$ cat config.mk
export PLATFORM = sky130hd
export DESIGN_NAME = sadr_ctrl
export DESIGN_NICKNAME = d
export VERILOG_FILES = /design/src/sadr_pkg.sv /design/src/sadr_ctrl.sv
export SDC_FILE = /design/constraint.sdc
export NUM_CORES = 1
export LEC_CHECK = 0
export ABC_AREA = 1
export BUFFER_PORTS_ARGS = -buffer_cell sky130_fd_sc_hd__buf_2
export CAP_MARGIN = 0
export CORE_AREA = 2 2 39 41
export CTS_CLUSTER_DIAMETER = 80
export CTS_CLUSTER_SIZE = 8
export DETAILED_ROUTE_END_ITERATION = 8
export DIE_AREA = 0 0 41 43
export HOLD_SLACK_MARGIN = 0.02
export MAX_ROUTING_LAYER = met4
export PLACE_DENSITY = 0.7
export SYNTH_ARGS = -nofsm -noshare
export SYNTH_HDL_FRONTEND = slang
export SYNTH_SLANG_ARGS = --single-unit
export TNS_END_PERCENT = 20
$ cat constraint.sdc
create_clock -name clk -period 2.7 [get_ports clk]
set_input_delay 0.81 -clock clk [delete_from_list [all_inputs] [get_ports clk]]
set_output_delay 0.81 -clock clk [all_outputs]
set_load 0.005 [all_outputs]
$ cat src/sadr_pkg.sv
package sadr_pkg;

  localparam int ANGLE_TBL_SIZE = 24;
  localparam int ITER_W = 5;
  localparam int CFG_IDX_W = 3;
  localparam int CFG_DATA_W = 32;
  localparam int IN_DATA_W = 128;
  localparam int OUT_DATA_W = 120;
  localparam int DEF_CORDIC_ITERATIONS = 16;

  localparam logic [CFG_IDX_W-1:0] CFG_START_X = 3'd0;
  localparam logic [CFG_IDX_W-1:0] CFG_START_Y = 3'd1;
  localparam logic [CFG_IDX_W-1:0] CFG_START_HEADING = 3'd2;
  localparam logic [CFG_IDX_W-1:0] CFG_LAT_LIMIT = 3'd3;
  localparam logic [CFG_IDX_W-1:0] CFG_FWD_LIMIT = 3'd4;

  typedef enum logic [3:0] {
    S_IDLE, S_DECIDE, S_MXY, S_MYY, S_MZZ, S_MAF, S_VINIT, S_VITER,
    S_VDONE, S_RINIT, S_RITER, S_RDONE, S_MXS, S_MYC, S_UPDY, S_DONE
  } sadr_state_t;

  typedef enum logic [4:0] {
    OP_NONE, OP_LOAD, OP_DECIDE, OP_MXY, OP_MYY, OP_MZZ, OP_MAF, OP_VINIT,
    OP_VITER, OP_VDONE, OP_RINIT, OP_RITER, OP_RDONE, OP_MXS, OP_MYC,
    OP_UPDY_OUT_PREP, OP_OUT
  } sadr_op_t;

  typedef struct packed {
    sadr_op_t          op;
    logic [ITER_W-1:0] iter;
  } sadr_cmd_t;

  typedef struct packed {
    logic restart;
    logic skip;
    logic out_free;
  } sadr_sts_t;

  // Arctangent of 2^-i as a binary angle with 2^31 equal to pi.
  function automatic logic [29:0] atan_lut(input logic [ITER_W-1:0] i);
    logic [29:0] v;
    case (i)
      5'd0:  v = 30'd536870912;
      5'd1:  v = 30'd316933406;
      5'd2:  v = 30'd167458907;
      5'd3:  v = 30'd85004756;
      5'd4:  v = 30'd42667331;
      5'd5:  v = 30'd21354465;
      5'd6:  v = 30'd10680350;
      5'd7:  v = 30'd5340245;
      5'd8:  v = 30'd2670163;
      5'd9:  v = 30'd1335087;
      5'd10: v = 30'd667544;
      5'd11: v = 30'd333772;
      5'd12: v = 30'd166886;
      5'd13: v = 30'd83443;
      5'd14: v = 30'd41722;
      5'd15: v = 30'd20861;
      5'd16: v = 30'd10430;
      5'd17: v = 30'd5215;
      5'd18: v = 30'd2608;
      5'd19: v = 30'd1304;
      5'd20: v = 30'd652;
      5'd21: v = 30'd326;
      5'd22: v = 30'd163;
      5'd23: v = 30'd81;
      default: v = 30'd0;
    endcase
    return v;
  endfunction

  function automatic logic signed [31:0] sat32(input logic signed [34:0] v);
    logic signed [31:0] r;
    if (v > 35'sd2147483647) r = 32'sh7FFF_FFFF;
    else if (v < -35'sd2147483648) r = 32'sh8000_0000;
    else r = v[31:0];
    return r;
  endfunction

endpackage

$ cat src/sadr_ctrl.sv
module sadr_ctrl
  import sadr_pkg::*;
#(
  parameter int CORDIC_ITERATIONS = DEF_CORDIC_ITERATIONS
) (
  input  logic      clk,
  input  logic      rst_n,
  input  logic      in_tvalid,
  output logic      in_tready,
  input  sadr_sts_t sts,
  output sadr_cmd_t cmd
);

  localparam int N_ITER = (CORDIC_ITERATIONS > ANGLE_TBL_SIZE) ? ANGLE_TBL_SIZE
                                                               : CORDIC_ITERATIONS;
  localparam logic [ITER_W-1:0] ITER_LAST = ITER_W'(N_ITER - 1);

  sadr_state_t       state_r, state_nxt;
  logic [ITER_W-1:0] ctr_r, ctr_nxt;

  always_ff @(posedge clk) begin
    if (!rst_n) begin
      state_r <= S_IDLE;
      ctr_r   <= '0;
    end else begin
      state_r <= state_nxt;
      ctr_r   <= ctr_nxt;
    end
  end

  always_comb begin
    state_nxt = state_r;
    ctr_nxt   = ctr_r;
    cmd.op    = OP_NONE;
    cmd.iter  = ctr_r;
    in_tready = 1'b0;
    case (state_r)
      S_IDLE: begin
        in_tready = 1'b1;
        if (in_tvalid) begin
          cmd.op    = OP_LOAD;
          state_nxt = S_DECIDE;
        end
      end
      S_DECIDE: begin
        cmd.op    = OP_DECIDE;
        state_nxt = (sts.restart || sts.skip) ? S_DONE : S_MXY;
      end
      S_MXY: begin
        cmd.op    = OP_MXY;
        state_nxt = S_MYY;
      end
      S_MYY: begin
        cmd.op    = OP_MYY;
        state_nxt = S_MZZ;
      end
      S_MZZ: begin
        cmd.op    = OP_MZZ;
        state_nxt = S_MAF;
      end
      S_MAF: begin
        cmd.op    = OP_MAF;
        state_nxt = S_VINIT;
      end
      S_VINIT: begin
        cmd.op    = OP_VINIT;
        ctr_nxt   = '0;
        state_nxt = S_VITER;
      end
      S_VITER: begin
        cmd.op = OP_VITER;
        if (ctr_r == ITER_LAST) begin
          ctr_nxt   = '0;
          state_nxt = S_VDONE;
        end else begin
          ctr_nxt = ctr_r + 1'b1;
        end
      end
      S_VDONE: begin
        cmd.op    = OP_VDONE;
        state_nxt = S_RINIT;
      end
      S_RINIT: begin
        cmd.op    = OP_RINIT;
        ctr_nxt   = '0;
        state_nxt = S_RITER;
      end
      S_RITER: begin
        cmd.op = OP_RITER;
        if (ctr_r == ITER_LAST) begin
          ctr_nxt   = '0;
          state_nxt = S_RDONE;
        end else begin
          ctr_nxt = ctr_r + 1'b1;
        end
      end
      S_RDONE: begin
        cmd.op    = OP_RDONE;
        state_nxt = S_MXS;
      end
      S_MXS: begin
        cmd.op    = OP_MXS;
        state_nxt = S_MYC;
      end
      S_MYC: begin
        cmd.op    = OP_MYC;
        state_nxt = S_UPDY;
      end
      S_UPDY: begin
        cmd.op    = OP_UPDY_OUT_PREP;
        state_nxt = S_DONE;
      end
      S_DONE: begin
        if (sts.out_free) begin
          cmd.op    = OP_OUT;
          state_nxt = S_IDLE;
        end
      end
      default: state_nxt = S_IDLE;
    endcase
  end

endmodule

---- Word-level counts from Yosys, hierarchy flattened ----
Cells that the tools add are included.
word-level totals
  latch bits .............................. 0
  ROM bits ................................ 0
  input port bits ......................... 6
  logic and storage cells ................. 41
  bits in writable memories ............... 0
  register bits after elaboration ......... 9
  memories kept ........................... 0
  output and inout port bits .............. 11
cells by class
  order comparisons ....................... 0
  divide/modulo/power cells ............... 0
  bitwise gates (word level) .............. 0
  add/subtract/negate cells ............... 1
  muxes and demuxes ....................... 12
  multipliers ............................. 0
  equality and inequality tests ........... 20
  reductions and logical operators ........ 6
  shift-type cells ........................ 0
operators by type and width
  kind                   count
  $pmux W5 S16           1
  $pmux W4 S16           1
  $eq A4 B4 Y1 const B   8
  $mux W4                5
  $eq A4 B3 Y1 const B   4
  $mux W5                2
  $pmux W5 S2            1
  $eq A4 B2 Y1 const B   2
  $ne A2 B2 Y1 const B   4
  $add A5 B1 Y5 const B  1
  $eq A5 B4 Y1 const B   1
  $eq A4 B1 Y1 const B   1
  $logic_not A4 Y1       1
  $reduce_and A4 Y1      1
  $reduce_or A2 Y1       2
  $mux W1                2
  $reduce_bool A2 Y1     1
  $logic_or A1 B1 Y1     1

---- Longest topological paths before layout ----
  depth after elaboration ................. 3
  gate-level depth with buffers ........... 8
  gate-level depth less buffers ........... 8

---- Worst setup path before layout ----
Ideal clock, no wire load.
  path type ............................... in2out
  from .................................... input port sts[0] in the netlist's numbering
  to ...................................... output port cmd[9] in the netlist's numbering
  data required time ...................... 1.890 ns
  stages on the path ...................... 2
  arrival time ............................ 1.048 ns
  slack ................................... 0.842 ns
  path through ............................ inv_1 -> nor3_1
RTL lines
  element      line             text
  from (decl)  sadr_ctrl.sv:10  input sadr_sts_t sts,
  to (decl)    sadr_ctrl.sv:11  output sadr_cmd_t cmd

==> flow_metrics.env <==
export IMPL_status="finished clean"
export IMPL_start_util=0.4304
export IMPL_finalSetupViolations=0
export IMPL_cts_sinks=9
export IMPL_clock_latency_ns=0.26
export IMPL_ios=17
export IMPL_startpoint="in_tvalid"
export IMPL_cp_cell_sequence="buf_2, inv_1, nand3_1, nand2_1, inv_1, buf_2"
export IMPL_antenna_found_initial=0
export IMPL_peakVddDrop_uv=387.5
export IMPL_synthesis_nets=103
export IMPL_place_hpwl_um=970.6
export IMPL_r2r_start="ctr_r[0]"
export IMPL_postCtsHoldBufs=0
export IMPL_nFillCells=160
export IMPL_rows=14
export IMPL_r2r_slack_ns=1.32
export IMPL_drive_above_1_share=0.2522
export IMPL_avgSynthCellArea_um2=6.204
export IMPL_crit_slowest_cell="buf_2"
export IMPL_worstSetupPathType="in -> out"
export IMPL_die_w_um=41
export IMPL_yosysWarningCount=0
export IMPL_grt_max_degree=9
export IMPL_drtIter0Drc=8
export IMPL_fin_nets=123
export IMPL_rsz0062_at_grt="false"
export IMPL_wl_per_cell_um=9.221
export IMPL_hp_start="ctr_r[3]"
export IMPL_routed_via_density=4.725
export IMPL_routabilityCongestion=0.6922
export IMPL_clockBufferDepth=2
export IMPL_grt_pass1_vias=474
export IMPL_finalPower_uw=668.2
export IMPL_grt_use_total=0.1677
export IMPL_root_buffer="clkbuf_4"
export IMPL_seq_area_frac_synth=0.3025
export IMPL_area_growth_pct=19.96
export IMPL_power_density_nw_per_um2=935.3
export IMPL_synth_cell_area_um2=595.6
export IMPL_syn_inst=96
export IMPL_slowest_delay_ns=0.11
export IMPL_clk_pin_slew_worst_paths_ns=0.06
export IMPL_gr_total_overflow=0
export IMPL_setup_tns_ns=0
export IMPL_grt_pass1_wl_mm=1.918
export IMPL_drc=0
export IMPL_finalHoldViolCount=0
export IMPL_r2r_end="state_r[2]"
export IMPL_slew_limit_headroom=0.8326
export IMPL_endpoint_kind="primary output"
export IMPL_finalWirelength_mm=1.208
export IMPL_cts_tree="built"
export IMPL_cts_htree_levels=1
export IMPL_crit_buf_inv=4
export IMPL_hold_depth=2
export IMPL_tightestPinTransition_ns=0.2509
export IMPL_power_leakage_uw=0.0003892
export IMPL_whs_endpoint="ctr_r[3]"
export IMPL_clock_skew_final_ns=0.008223
export IMPL_netlist_cell_type_count=17
export IMPL_portBuffers=16
export IMPL_finalCritPeriodShare=0.7625
export IMPL_dieArea_um2=1763
export IMPL_path_delay_family="buffers and inverters"
export IMPL_ys_seq_elements=9
export IMPL_core_um2=1384
export IMPL_cp_data_arrival_time_ns=1.25
export IMPL_diodes=0
export IMPL_drv_slew=0
export IMPL_maxCapViolations=0
export IMPL_ff2ff_path_depth=8
export IMPL_vias=619
export IMPL_required_ns=1.89
export IMPL_crit_path_start_kind="primary input"
export IMPL_post_cts_resized=0
export IMPL_fmax_mhz=485.7
export IMPL_cts_buffers=3
export IMPL_hold_class="reg -> reg"
export IMPL_post_cts_buffers=0
export IMPL_drt_antenna_violating_nets=0
export IMPL_dr_pass1_iters=2
export IMPL_die_y_um=43
export IMPL_fin_crit_ns=2.059
export IMPL_crit_path_max_fanout=2
## metrics by stage
| stage | hold slack, ns | worst slack, ns | instances | utilization | instance area, um2 |
|---|---|---|---|---|---|
| floorplan | 0.4725 | 0.8421 | 96 | - | 595.6 |
| global placement | 0.4655 | 0.6571 | 127 | 0.4973 | 688.2 |
| detailed placement | 0.4731 | 0.6439 | 127 | 0.4973 | 688.2 |
| CTS | 0.4833 | 0.6412 | 131 | 0.5163 | 714.4 |
| global route | 0.5217 | 0.5713 | 131 | 0.5163 | 714.4 |
| finish | 0.4828 | 0.6413 | 131 | 0.5163 | 714.4 |
## kinds of logic after synthesis
kind of cell / count (synthesis) / share of synthesized area
DFF: 9 / 0.3025
xor gates and xnor gates: 1 / 0.01471
AOI/OAI and AO/OA: 8 / 0.06723
and+or+nand+nor: 58 / 0.4685
buffers and inverters: 19 / 0.1260
adders and majority gates: 1 / 0.02101
## routing by layer
layer,up-vias,part of all wire,track usage
li1,338,-,-
met1,263,0.44,0.1967
met2,16,0.48,0.2438
met3,2,0.065,0.04712
met4,0,0.0083,0.1000
met5,-,0,-
## cell usage after synthesis
master	count	area share
nand2_4	2	0.038
nand3b_1	2	0.025
inv_2	1	0.0063
ha_1	1	0.021
or2_2	1	0.011
a21oi_1	8	0.067
nor2_2	3	0.032
xor2_1	1	0.015
nand2_2	3	0.032
nor4_1	1	0.011
dfxtp_1	9	0.30
nand3_1	14	0.12
buf_4	1	0.013
nor2_1	7	0.044
nand2_1	24	0.15
nor3_1	1	0.0084
inv_1	17	0.11
## how the worst max path moves through the flow
stage                     endpoint  slack, ns  cells past startpoint
after floorplan             cmd[9]       0.84                      2
after global placement      cmd[5]       0.66                      6
after detailed placement    cmd[5]       0.64                      6
after CTS                   cmd[5]       0.64                      6
after global routing        cmd[6]       0.57                      5
final                       cmd[5]       0.64                      6
## state kept, by name, summed over array words and instances, names as in the netlist
signal and cells:
state_r 4, ctr_r 5
## power by group
group	total, uW	switching, uW	internal [uW]
sequential	223	57.1	166
combinational	342	199	143
clock	103	45.9	56.9
total	668	302	366
## final cells by class
class                           count  area (um2)  area share
Timing Repair Buffer               16       80.08      0.1121
Inverter                           18       67.56     0.09457
Sequential cell                     9       180.2      0.2522
Tap cell                           16       20.02     0.02802
Multi-Input combinational cell     68       340.3      0.4764
Clock buffer                        4       26.28     0.03678
## cell usage in the layout (no fill, tap or decap)
cell	instances
buf_2	16
clkbuf_4	3
nor2_1	7
inv_1	17
ha_1	1
nand2_4	2
inv_2	1
or2_2	1
xor2_1	1
a21oi_1	8
nand3_1	14
nor4_1	1
nor3_1	1
nand2_2	3
clkbuf_1	1
nand3b_1	2
dfxtp_1	9
nor2_2	3
nand2_1	24
## worst reg2reg max path: cells and delay by family, from the launching register on
kind / cells / cell delay (ns)
simple gates: 6 / 0.61
flops: 1 / 0.39
fa+ha+maj: 1 / 0.19
compound gates: 1 / 0.06
Note: power is estimated with default switching activity, not from simulation.
